$ cat src/tsrr_pkg.sv
package tsrr_pkg;

    localparam int DEFAULT_NUM_SLOTS = 8;

    // Widths of the transaction fields.
    localparam int CMD_W   = 2;
    localparam int ID_W    = 3;
    localparam int CODE_W  = 5;
    localparam int CLK_W   = 3;
    localparam int TURNS_W = 4;
    localparam int S_DATA_W = 8;
    localparam int M_DATA_W = 16;

    localparam logic [CMD_W-1:0] CMD_SCHED = 2'd0;
    localparam logic [CMD_W-1:0] CMD_TICK  = 2'd1;
    localparam logic [CMD_W-1:0] CMD_EXC   = 2'd2;

    // A slot clock at this code belongs to a dead task.
    localparam logic [CLK_W-1:0] CLK_DEAD = 3'd7;
    localparam logic [TURNS_W-1:0] TURNS_RESET = 4'd3;

    // Microprogram addresses.
    localparam int UPC_W = 3;
    localparam logic [UPC_W-1:0] UPC_IDLE    = 3'd0;
    localparam logic [UPC_W-1:0] UPC_INIT    = 3'd1;
    localparam logic [UPC_W-1:0] UPC_COUNT   = 3'd2;
    localparam logic [UPC_W-1:0] UPC_ADVANCE = 3'd3;
    localparam logic [UPC_W-1:0] UPC_EMIT    = 3'd4;
    localparam logic [UPC_W-1:0] UPC_TICK    = 3'd5;
    localparam logic [UPC_W-1:0] UPC_EXC     = 3'd6;

    typedef enum logic [2:0] {
        OP_NOP,
        OP_INIT,
        OP_COUNT,
        OP_ADVANCE,
        OP_EMIT,
        OP_TICK,
        OP_EXC
    } t_op;

    typedef enum logic [1:0] {
        COND_ALWAYS,
        COND_DISPATCH,
        COND_IDX_MORE,
        COND_WALK
    } t_cond;

    typedef struct packed {
        t_op              op;
        t_cond            cond;
        logic [UPC_W-1:0] target;
    } t_uword;

    typedef struct packed {
        t_op  op;
        logic load;
    } t_ctrl;

    typedef struct packed {
        logic idx_more;
        logic walk_again;
        logic out_busy;
    } t_status;

    // Control store. A count or walk word jumps to its target while the
    // condition holds and falls through to the next address otherwise.
    function automatic t_uword micro_rom(input logic [UPC_W-1:0] addr);
        t_uword w;
        begin
            unique case (addr)
                UPC_IDLE:    w = '{op: OP_NOP,     cond: COND_DISPATCH, target: UPC_IDLE};
                UPC_INIT:    w = '{op: OP_INIT,    cond: COND_ALWAYS,   target: UPC_COUNT};
                UPC_COUNT:   w = '{op: OP_COUNT,   cond: COND_IDX_MORE, target: UPC_COUNT};
                UPC_ADVANCE: w = '{op: OP_ADVANCE, cond: COND_WALK,     target: UPC_ADVANCE};
                UPC_EMIT:    w = '{op: OP_EMIT,    cond: COND_ALWAYS,   target: UPC_IDLE};
                UPC_TICK:    w = '{op: OP_TICK,    cond: COND_ALWAYS,   target: UPC_EMIT};
                UPC_EXC:     w = '{op: OP_EXC,     cond: COND_ALWAYS,   target: UPC_EMIT};
                default:     w = '{op: OP_NOP,     cond: COND_ALWAYS,   target: UPC_IDLE};
            endcase
            return w;
        end
    endfunction

    // A dead clock restarts at zero; a live one wraps at four.
    function automatic logic [CLK_W-1:0] clock_advance(input logic [CLK_W-1:0] c);
        logic [1:0] low;
        begin
            low = c[1:0] + 2'd1;
            return (c == CLK_DEAD) ? '0 : {1'b0, low};
        end
    endfunction

endpackage

$ cat src/tsrr_seq.sv
module tsrr_seq (
    input  logic                         i_clk,
    input  logic                         i_rst_n,
    input  logic                         i_s_tvalid,
    input  logic [tsrr_pkg::CMD_W-1:0]   i_cmd,
    input  tsrr_pkg::t_status            i_status,
    output logic                         o_s_tready,
    output tsrr_pkg::t_ctrl              o_ctrl
);

    logic [tsrr_pkg::UPC_W-1:0] r_upc;
    logic [tsrr_pkg::UPC_W-1:0] n_upc;
    logic [tsrr_pkg::UPC_W-1:0] upc_inc;
    logic [tsrr_pkg::UPC_W-1:0] entry;
    tsrr_pkg::t_uword           word;
    logic                       accept;

    assign word       = tsrr_pkg::micro_rom(r_upc);
    assign o_s_tready = (r_upc == tsrr_pkg::UPC_IDLE);
    assign accept     = i_s_tvalid && o_s_tready;
    assign upc_inc    = r_upc + 1'b1;
    assign o_ctrl     = '{op: word.op, load: accept};

    always_comb begin
        unique case (i_cmd)
            tsrr_pkg::CMD_SCHED: entry = tsrr_pkg::UPC_INIT;
            tsrr_pkg::CMD_TICK:  entry = tsrr_pkg::UPC_TICK;
            tsrr_pkg::CMD_EXC:   entry = tsrr_pkg::UPC_EXC;
            default:             entry = tsrr_pkg::UPC_EMIT;
        endcase
    end

    always_comb begin
        priority if (word.op == tsrr_pkg::OP_EMIT && i_status.out_busy) begin
            n_upc = r_upc;
        end else begin
            unique case (word.cond)
                tsrr_pkg::COND_ALWAYS:   n_upc = word.target;
                tsrr_pkg::COND_DISPATCH: n_upc = accept ? entry : r_upc;
                tsrr_pkg::COND_IDX_MORE: n_upc = i_status.idx_more ? word.target : upc_inc;
                tsrr_pkg::COND_WALK:     n_upc = i_status.walk_again ? word.target : upc_inc;
                default:                 n_upc = tsrr_pkg::UPC_IDLE;
            endcase
        end
    end

    always_ff @(posedge i_clk) begin
        if (!i_rst_n) begin
            r_upc <= tsrr_pkg::UPC_IDLE;
        end else begin
            r_upc <= n_upc;
        end
    end

`ifndef SYNTHESIS
    a_accept_leaves_idle: assert property (@(posedge i_clk) disable iff (!i_rst_n)
        accept |=> (r_upc != tsrr_pkg::UPC_IDLE))
        else $error("sequencer stayed idle after taking a transaction");

    a_init_then_count: assert property (@(posedge i_clk) disable iff (!i_rst_n)
        (r_upc == tsrr_pkg::UPC_INIT) |=> (r_upc == tsrr_pkg::UPC_COUNT))
        else $error("live count pass did not follow its setup step");

    a_walk_ends_in_emit: assert property (@(posedge i_clk) disable iff (!i_rst_n)
        (r_upc == tsrr_pkg::UPC_ADVANCE && !i_status.walk_again)
            |=> (r_upc == tsrr_pkg::UPC_EMIT))
        else $error("slot walk did not end in the emit step");
`endif

endmodule

$ cat src/tsrr_dpath.sv
module tsrr_dpath #(
    parameter int NUM_SLOTS = tsrr_pkg::DEFAULT_NUM_SLOTS
) (
    input  logic                            i_clk,
    input  logic                            i_rst_n,
    input  tsrr_pkg::t_ctrl                 i_ctrl,
    input  logic [tsrr_pkg::CMD_W-1:0]      i_cmd,
    input  logic [tsrr_pkg::ID_W-1:0]       i_task_id,
    input  logic                            i_cfg_we,
    input  logic [tsrr_pkg::TURNS_W-1:0]    i_cfg_wdata,
    input  logic                            i_m_tready,
    output tsrr_pkg::t_status               o_status,
    output logic                            o_m_tvalid,
    output logic [tsrr_pkg::M_DATA_W-1:0]   o_m_tdata
);

    localparam int SLOT_W = (NUM_SLOTS > 1) ? $clog2(NUM_SLOTS) : 1;
    localparam int CNT_W  = $clog2(NUM_SLOTS + 1);
    localparam int CLK_W  = tsrr_pkg::CLK_W;
    localparam int TRN_W  = tsrr_pkg::TURNS_W;
    localparam logic [SLOT_W-1:0] LAST_SLOT = SLOT_W'(NUM_SLOTS - 1);

    logic [tsrr_pkg::CMD_W-1:0]   r_cmd;
    logic [SLOT_W-1:0]            r_id;
    logic                         r_id_ok;
    logic                         r_dead [NUM_SLOTS];
    logic [CLK_W-1:0]             r_tclk [NUM_SLOTS];
    logic [CLK_W-1:0]             r_fclk [NUM_SLOTS];
    logic [SLOT_W-1:0]            r_cur;
    logic [SLOT_W-1:0]            r_idx;
    logic [CNT_W-1:0]             r_laps;
    logic [CNT_W-1:0]             r_live;
    logic [TRN_W-1:0]             r_ttc;
    logic [TRN_W-1:0]             r_frc;
    logic                         r_mode;
    logic [CLK_W-1:0]             r_gen;
    logic [TRN_W-1:0]             r_turns;
    logic                         r_out_valid;
    logic [tsrr_pkg::M_DATA_W-1:0] r_out_data;

    logic [SLOT_W+tsrr_pkg::ID_W-1:0] id_ext;
    logic [SLOT_W+2:0]            slot_ext;
    logic [SLOT_W-1:0]            cur_next;
    logic [CNT_W-1:0]             laps_next;
    logic [TRN_W-1:0]             ttc_inc;
    logic [TRN_W-1:0]             frc_inc;
    logic                         frc_done;
    logic                         is_sched;
    logic                         out_free;
    logic [tsrr_pkg::M_DATA_W-1:0] n_out_data;

    assign id_ext    = {{SLOT_W{1'b0}}, i_task_id};
    assign slot_ext  = {3'b000, r_cur};
    assign cur_next  = (r_cur == LAST_SLOT) ? '0 : r_cur + 1'b1;
    assign laps_next = r_laps + 1'b1;
    assign ttc_inc   = r_ttc + 1'b1;
    assign frc_inc   = (r_frc == '1) ? r_frc : r_frc + 1'b1;
    assign frc_done  = (32'(frc_inc) >= 32'(r_live));
    assign is_sched  = (r_cmd == tsrr_pkg::CMD_SCHED);
    assign out_free  = !r_out_valid || i_m_tready;

    assign o_status.idx_more   = (r_idx != LAST_SLOT);
    assign o_status.walk_again = r_dead[cur_next] && (r_live != '0)
                                 && (32'(laps_next) < NUM_SLOTS);
    assign o_status.out_busy   = !out_free;

    // Result fields from the highest bit down.
    assign n_out_data = {1'b0, r_gen, r_fclk[r_cur], r_tclk[r_cur], r_mode,
                         is_sched && (r_live == '0), is_sched && !r_mode,
                         slot_ext[2:0]};

    assign o_m_tvalid = r_out_valid;
    assign o_m_tdata  = r_out_data;

    always_ff @(posedge i_clk) begin
        if (!i_rst_n) begin
            r_cur       <= '0;
            r_idx       <= '0;
            r_laps      <= '0;
            r_live      <= '0;
            r_ttc       <= '0;
            r_frc       <= '0;
            r_mode      <= 1'b1;
            r_gen       <= tsrr_pkg::CLK_DEAD;
            r_turns     <= tsrr_pkg::TURNS_RESET;
            r_out_valid <= 1'b0;
            for (int i = 0; i < NUM_SLOTS; i++) begin
                r_dead[i] <= 1'b0;
                r_tclk[i] <= '0;
                r_fclk[i] <= '0;
            end
        end else begin
            if (i_cfg_we) begin
                r_turns <= i_cfg_wdata;
            end
            // The emit step fills the output register whenever it is free;
            // otherwise a held result stays until it is taken.
            r_out_valid <= (i_ctrl.op == tsrr_pkg::OP_EMIT && out_free)
                           || (r_out_valid && !i_m_tready);
            unique case (i_ctrl.op)
                tsrr_pkg::OP_INIT: begin
                    r_idx  <= '0;
                    r_laps <= '0;
                    r_live <= '0;
                end
                tsrr_pkg::OP_COUNT: begin
                    r_live <= r_live + CNT_W'(!r_dead[r_idx]);
                    r_idx  <= r_idx + 1'b1;
                end
                tsrr_pkg::OP_ADVANCE: begin
                    r_cur  <= cur_next;
                    r_laps <= laps_next;
                end
                tsrr_pkg::OP_TICK: begin
                    r_gen <= tsrr_pkg::clock_advance(r_gen);
                    if (r_mode) begin
                        r_tclk[r_cur] <= tsrr_pkg::clock_advance(r_tclk[r_cur]);
                        if (ttc_inc == r_turns) begin
                            r_ttc  <= '0;
                            r_mode <= 1'b0;
                        end else begin
                            r_ttc <= ttc_inc;
                        end
                    end else begin
                        r_fclk[r_cur] <= tsrr_pkg::clock_advance(r_fclk[r_cur]);
                        if (frc_done) begin
                            r_frc  <= '0;
                            r_mode <= 1'b1;
                        end else begin
                            r_frc <= frc_inc;
                        end
                    end
                end
                tsrr_pkg::OP_EXC: begin
                    if (r_id_ok) begin
                        r_dead[r_id] <= 1'b1;
                        r_tclk[r_id] <= tsrr_pkg::CLK_DEAD;
                        r_fclk[r_id] <= tsrr_pkg::CLK_DEAD;
                    end
                end
                default: begin
                end
            endcase
        end
    end

    // Payload registers, no reset needed.
    always_ff @(posedge i_clk) begin
        if (i_ctrl.load) begin
            r_cmd   <= i_cmd;
            r_id    <= id_ext[SLOT_W-1:0];
            r_id_ok <= (32'(i_task_id) < NUM_SLOTS);
        end
        if (i_ctrl.op == tsrr_pkg::OP_EMIT && out_free) begin
            r_out_data <= n_out_data;
        end
    end

`ifndef SYNTHESIS
    a_live_in_range: assert property (@(posedge i_clk) disable iff (!i_rst_n)
        32'(r_live) <= NUM_SLOTS)
        else $error("live count exceeds the number of slots");

    a_laps_bounded: assert property (@(posedge i_clk) disable iff (!i_rst_n)
        32'(r_laps) <= NUM_SLOTS)
        else $error("slot walk ran past one full lap");

    a_emit_loads: assert property (@(posedge i_clk) disable iff (!i_rst_n)
        (i_ctrl.op == tsrr_pkg::OP_EMIT && out_free) |=> r_out_valid)
        else $error("emit step did not present a result");
`endif

endmodule

$ cat src/task_flag_round_robin_scheduler.sv
// Round-robin task scheduler over NUM_SLOTS slots. Each input transaction
// carries a command in s_tuser: schedule (0) recounts the live tasks and
// steps the current slot forward past dead ones for at most one lap,
// reporting whether the task body or its flag handler runs; tick (1)
// advances the general clock and the current slot's task or flag clock and
// moves between task mode and flag mode; exception (2) kills the slot given
// by task_id; command 3 only reports. Every transaction yields exactly one
// result transaction on the master side. Items are handled one at a time
// by a small microprogram: a schedule runs a setup step, the live count and
// the slot walk, which each visit one slot per cycle, before the emit step;
// tick and exception each run their own step before it, and the unused
// command goes straight to the emit step. A new transaction is taken as soon
// as the previous result sits in the output register, even if it has not
// been taken yet; a result still held there stalls the next emit step. The
// configuration write sets how many task ticks pass before flag mode, and
// takes effect at once.
module task_flag_round_robin_scheduler #(
    parameter int NUM_SLOTS = tsrr_pkg::DEFAULT_NUM_SLOTS
) (
    input  logic                            i_clk,
    input  logic                            i_rst_n,
    // Input transactions.
    input  logic                            i_s_tvalid,
    output logic                            o_s_tready,
    // [2:0] task_id, [7:3] error_code
    input  logic [tsrr_pkg::S_DATA_W-1:0]   i_s_tdata,
    // [1:0] command
    input  logic [tsrr_pkg::CMD_W-1:0]      i_s_tuser,
    // Result transactions.
    output logic                            o_m_tvalid,
    input  logic                            i_m_tready,
    // [2:0] chosen_slot, [3] run_flag_handler, [4] all_dead, [5] task_mode,
    // [8:6] task_clock_out, [11:9] flag_clock_out, [14:12] general_clock,
    // [15] zero
    output logic [tsrr_pkg::M_DATA_W-1:0]   o_m_tdata,
    // Task turns before flag mode.
    input  logic                            i_cfg_we,
    input  logic [tsrr_pkg::TURNS_W-1:0]    i_cfg_wdata
);

    tsrr_pkg::t_ctrl   ctrl;
    tsrr_pkg::t_status status;

    // The sequencer owns the microprogram counter and the input handshake.
    tsrr_seq u_seq (
        .i_clk      (i_clk),
        .i_rst_n    (i_rst_n),
        .i_s_tvalid (i_s_tvalid),
        .i_cmd      (i_s_tuser),
        .i_status   (status),
        .o_s_tready (o_s_tready),
        .o_ctrl     (ctrl)
    );

    // The datapath holds the slot records, counters and output register.
    // The error code is not kept, since no result ever reports it.
    tsrr_dpath #(
        .NUM_SLOTS (NUM_SLOTS)
    ) u_dpath (
        .i_clk       (i_clk),
        .i_rst_n     (i_rst_n),
        .i_ctrl      (ctrl),
        .i_cmd       (i_s_tuser),
        .i_task_id   (i_s_tdata[2:0]),
        .i_cfg_we    (i_cfg_we),
        .i_cfg_wdata (i_cfg_wdata),
        .i_m_tready  (i_m_tready),
        .o_status    (status),
        .o_m_tvalid  (o_m_tvalid),
        .o_m_tdata   (o_m_tdata)
    );

endmodule

$ cat config.mk
export PLATFORM = sky130hd
export DESIGN_NAME = task_flag_round_robin_scheduler
export DESIGN_NICKNAME = d
export VERILOG_FILES = /design/src/tsrr_pkg.sv /design/src/tsrr_seq.sv /design/src/tsrr_dpath.sv /design/src/task_flag_round_robin_scheduler.sv
export SDC_FILE = /design/constraint.sdc
export NUM_CORES = 1
export LEC_CHECK = 0
export CAP_MARGIN = 20
export CORE_ASPECT_RATIO = 0.8
export CORE_MARGIN = 2
export CORE_UTILIZATION = 45
export DETAILED_ROUTE_END_ITERATION = 8
export DONT_BUFFER_PORTS = 1
export HOLD_SLACK_MARGIN = 0.06
export SLEW_MARGIN = 20
export SYNTH_ARGS = -nofsm -noshare
export SYNTH_HDL_FRONTEND = slang
export SYNTH_SLANG_ARGS = --single-unit
$ cat constraint.sdc
create_clock -name i_clk -period 4.25 [get_ports i_clk]
set_input_delay 0.85 -clock i_clk [delete_from_list [all_inputs] [get_ports i_clk]]
set_output_delay 0.85 -clock i_clk [all_outputs]
set_load 0.05 [all_outputs]
==> qor.yml <==
outcome:
  status: "complete, no violations"
timing:
  tns_ps: 0
  clock.fmax_mhz: 324.8
  hold_ws_ps: 460.6
  finalCritPeriodShare: 0.7244
  slew_violations: 0
  fin_crit_ps: 3079
  hold_viol: 0
  relSlewSlack: 0.2768
  rsz0062_at_grt: "no"
  finalClockSkew_ps: 8.423
  setup_ws_ps: 1171
  worstMarginPinSlew_ps: 1083
  setup_violations: 0
cells_and_area:
  mostFrequentLayoutCells: "nand2_1, nor2_1, edfxtp_1"
  multi_input_area_um2: 2623
  antenna_cells: 0
  post_route_cells_drive_above_1_share: 0.1153
  num-fill-cells: 1139
  final_core_util: 0.5173
  final_common_cell: "nand2_1"
  synthToLayoutAreaGrowth_pct: 13.41
  nNetsFinal: 582
  seqCellArea_um2: 3003
placed_design:
  gp_congestion: 0.8161
  io_buffers: 0
  pre_cts_slack_ps: 1396
  place_hpwl_mm: 8.867
floorplanning:
  die_h_um: 105.4
  rows: 37
  pin_count: 37
  die_w_um: 130.8
  initial_core_util: 0.4561
  fp.coreArea_um2: 12680
  die_area_um2: 13790
critical_path:
  endpoint_kind: "output port"
  reg2reg_slack_ps: 1410
  endpoint: "o_s_tready"
  path_class: "flop to output port"
  timing.rr.end: "u_dpath.r_fclk[2][1]"
  crit_fanout: 9
  cp.required_ps: 3400
  arrival_ps: 2230
  r2r_cells: 6
  cp-startpoint: "u_seq.r_upc[0]"
  critPathLaunchType: "flop"
cts:
  clk_pin_slew_ps: 60
  numCtsBuffers: 17
  cts.path.max_buffers: 2
  cts_resized: 0
  root_buffer: "clkbuf_16"
  cts_hold_buf: 0
  clk_latency_ps: 420
  cts_max_level: 4
  cts_tree: "done"
  post_cts_buffers: 0
  cts_sinks: 116
global_routing:
  grt_antenna_before_repair: 0
  grt_overflow_total: 0
  grt_usage: 0.1961
  grt_max_degree: 39
  grt_pass1_wl_mm: 20.45
  grt_pass1_vias: 3953
synth:
  synth-edff-count: 68
  synth-main-ff-cell: "edfxtp_1"
  avgSynthCellArea_um2: 10.64
  synth_seq_area_share: 0.5190
  synth_seq_cells: 116
  syn_area_um2: 5786
  yosys_warnings: 0
  synth_cell_types: 61
  async_reset_ff_frac: 0
  syn_nets: 584
  syn_inst: 544
worst_hold_path:
  hold_class: "flop to flop"
  hold_start: "u_dpath.r_gen[2]"
power_and_ir_drop:
  p_per_area_nw_per_um2: 594.9
  power_mw: 3.904
  peakVddDrop_v: 0.0003139
  leakagePower_nw: 2.472
route:
  drc: 0
  drtIter0Drc: 372
  wire_per_inst_um: 17.28
  wl_met3_um: 740
  via_count: 4117
  routed_wl_mm: 12.62
  top_layer_used: "met4"
  ant_nets: 0
  wl_met2_mm: 5.805
  dr.pass1.iters: 5
  drt-met1-wl_mm: 5.934
  avgViaCountPerCell: 5.640
flow_run:
  max_cap_viol_count: 0
==> registers in the layout (all words and copies together), names as in the netlist, named ones only <==
signal and count:
u_dpath.r_turns 4, u_dpath.r_laps 4, u_dpath.r_dead 8, u_dpath.r_id 3, u_dpath.r_cur 3, u_dpath.r_tclk 24
u_dpath.r_ttc 4, u_dpath.r_idx 3, u_dpath.r_frc 4, u_dpath.r_cmd 2, u_dpath.r_mode 1, u_dpath.o_m_tdata 15
u_dpath.r_live 4, u_seq.r_upc 3, u_dpath.o_m_tvalid 1, u_dpath.r_gen 3, u_dpath.r_fclk 24
==> cells in the mapped netlist, types with 12 or more instances <==
cell / number / area (um^2)
nand2_1: 83 / 311.6
nor2b_1: 12 / 75.07
clkbuf_1: 13 / 48.80
edfxtp_1: 68 / 2042
inv_1: 12 / 45.04
nand3_1: 13 / 65.06
dfxtp_1: 48 / 960.9
mux2i_1: 16 / 160.2
o21ai_0: 14 / 70.07
nor2_1: 70 / 262.8
a21oi_1: 27 / 135.1
nor3_1: 14 / 70.07
mux4_2: 14 / 315.3
ha_1: 21 / 262.8
==> report_power, final <==
part           internal [mW]  switching (mW)  total (mW)  leakage [nW]
combinational          0.274           0.517       0.792          1.11
clock                   1.00           0.516        1.52         0.299
sequential              1.34           0.256        1.59          1.06
total                   2.61            1.29        3.90          2.47
==> critical path: stages (launching register included) <==
cell     delay [ps]
dfxtp_1         390
inv_1           150
ha_1            370
nor2b_1         900
==> worst min path at each step <==
stage	end	slack (ps)	cells after the start
after floorplan	u_dpath.o_m_tdata[14]	430	0
after CTS	u_dpath.r_gen[2]	460	2
after global routing	u_dpath.r_gen[1]	490	1
after detailed placement	u_dpath.o_m_tdata[14]	450	0
final	u_dpath.r_gen[2]	460	2
after global placement	u_dpath.o_m_tdata[13]	450	0
==> per-stage QoR <==
step           cells  cell area [um^2]
2_1_floorplan    544              5786
3_3_place_gp     698              5923
3_5_place_dp     698              5923
4_1_cts          730              6561
5_1_grt          730              6561
6_report         730              6561
==> layer usage <==
metal	GRT usage	up-vias
met2	0.3017	130
met4	0.06839	0
met5	0	-
met3	0.04569	12
met1	0.2718	1997
li1	-	1978
==> kinds of logic after synthesis <==
group | synth area share
xor gates and xnor gates | 0.01363
other | 0.0006482
AOI/OAI and AO/OA | 0.1133
buffers and inverters | 0.02855
muxes | 0.09061
DFF | 0.5190
adders and majority gates | 0.04541
and+or+nand+nor | 0.1888
==> final cells by class <==
cell class                 count  area share
clock buffer                  21     0.07494
tap                          175     0.03337
timing repair buffer           4    0.004577
clock inverter                11     0.02231
multi-input combinational    390      0.3997
sequential                   116      0.4577
inverter                      13    0.007437
Note: power is estimated with default switching activity, not from simulation.
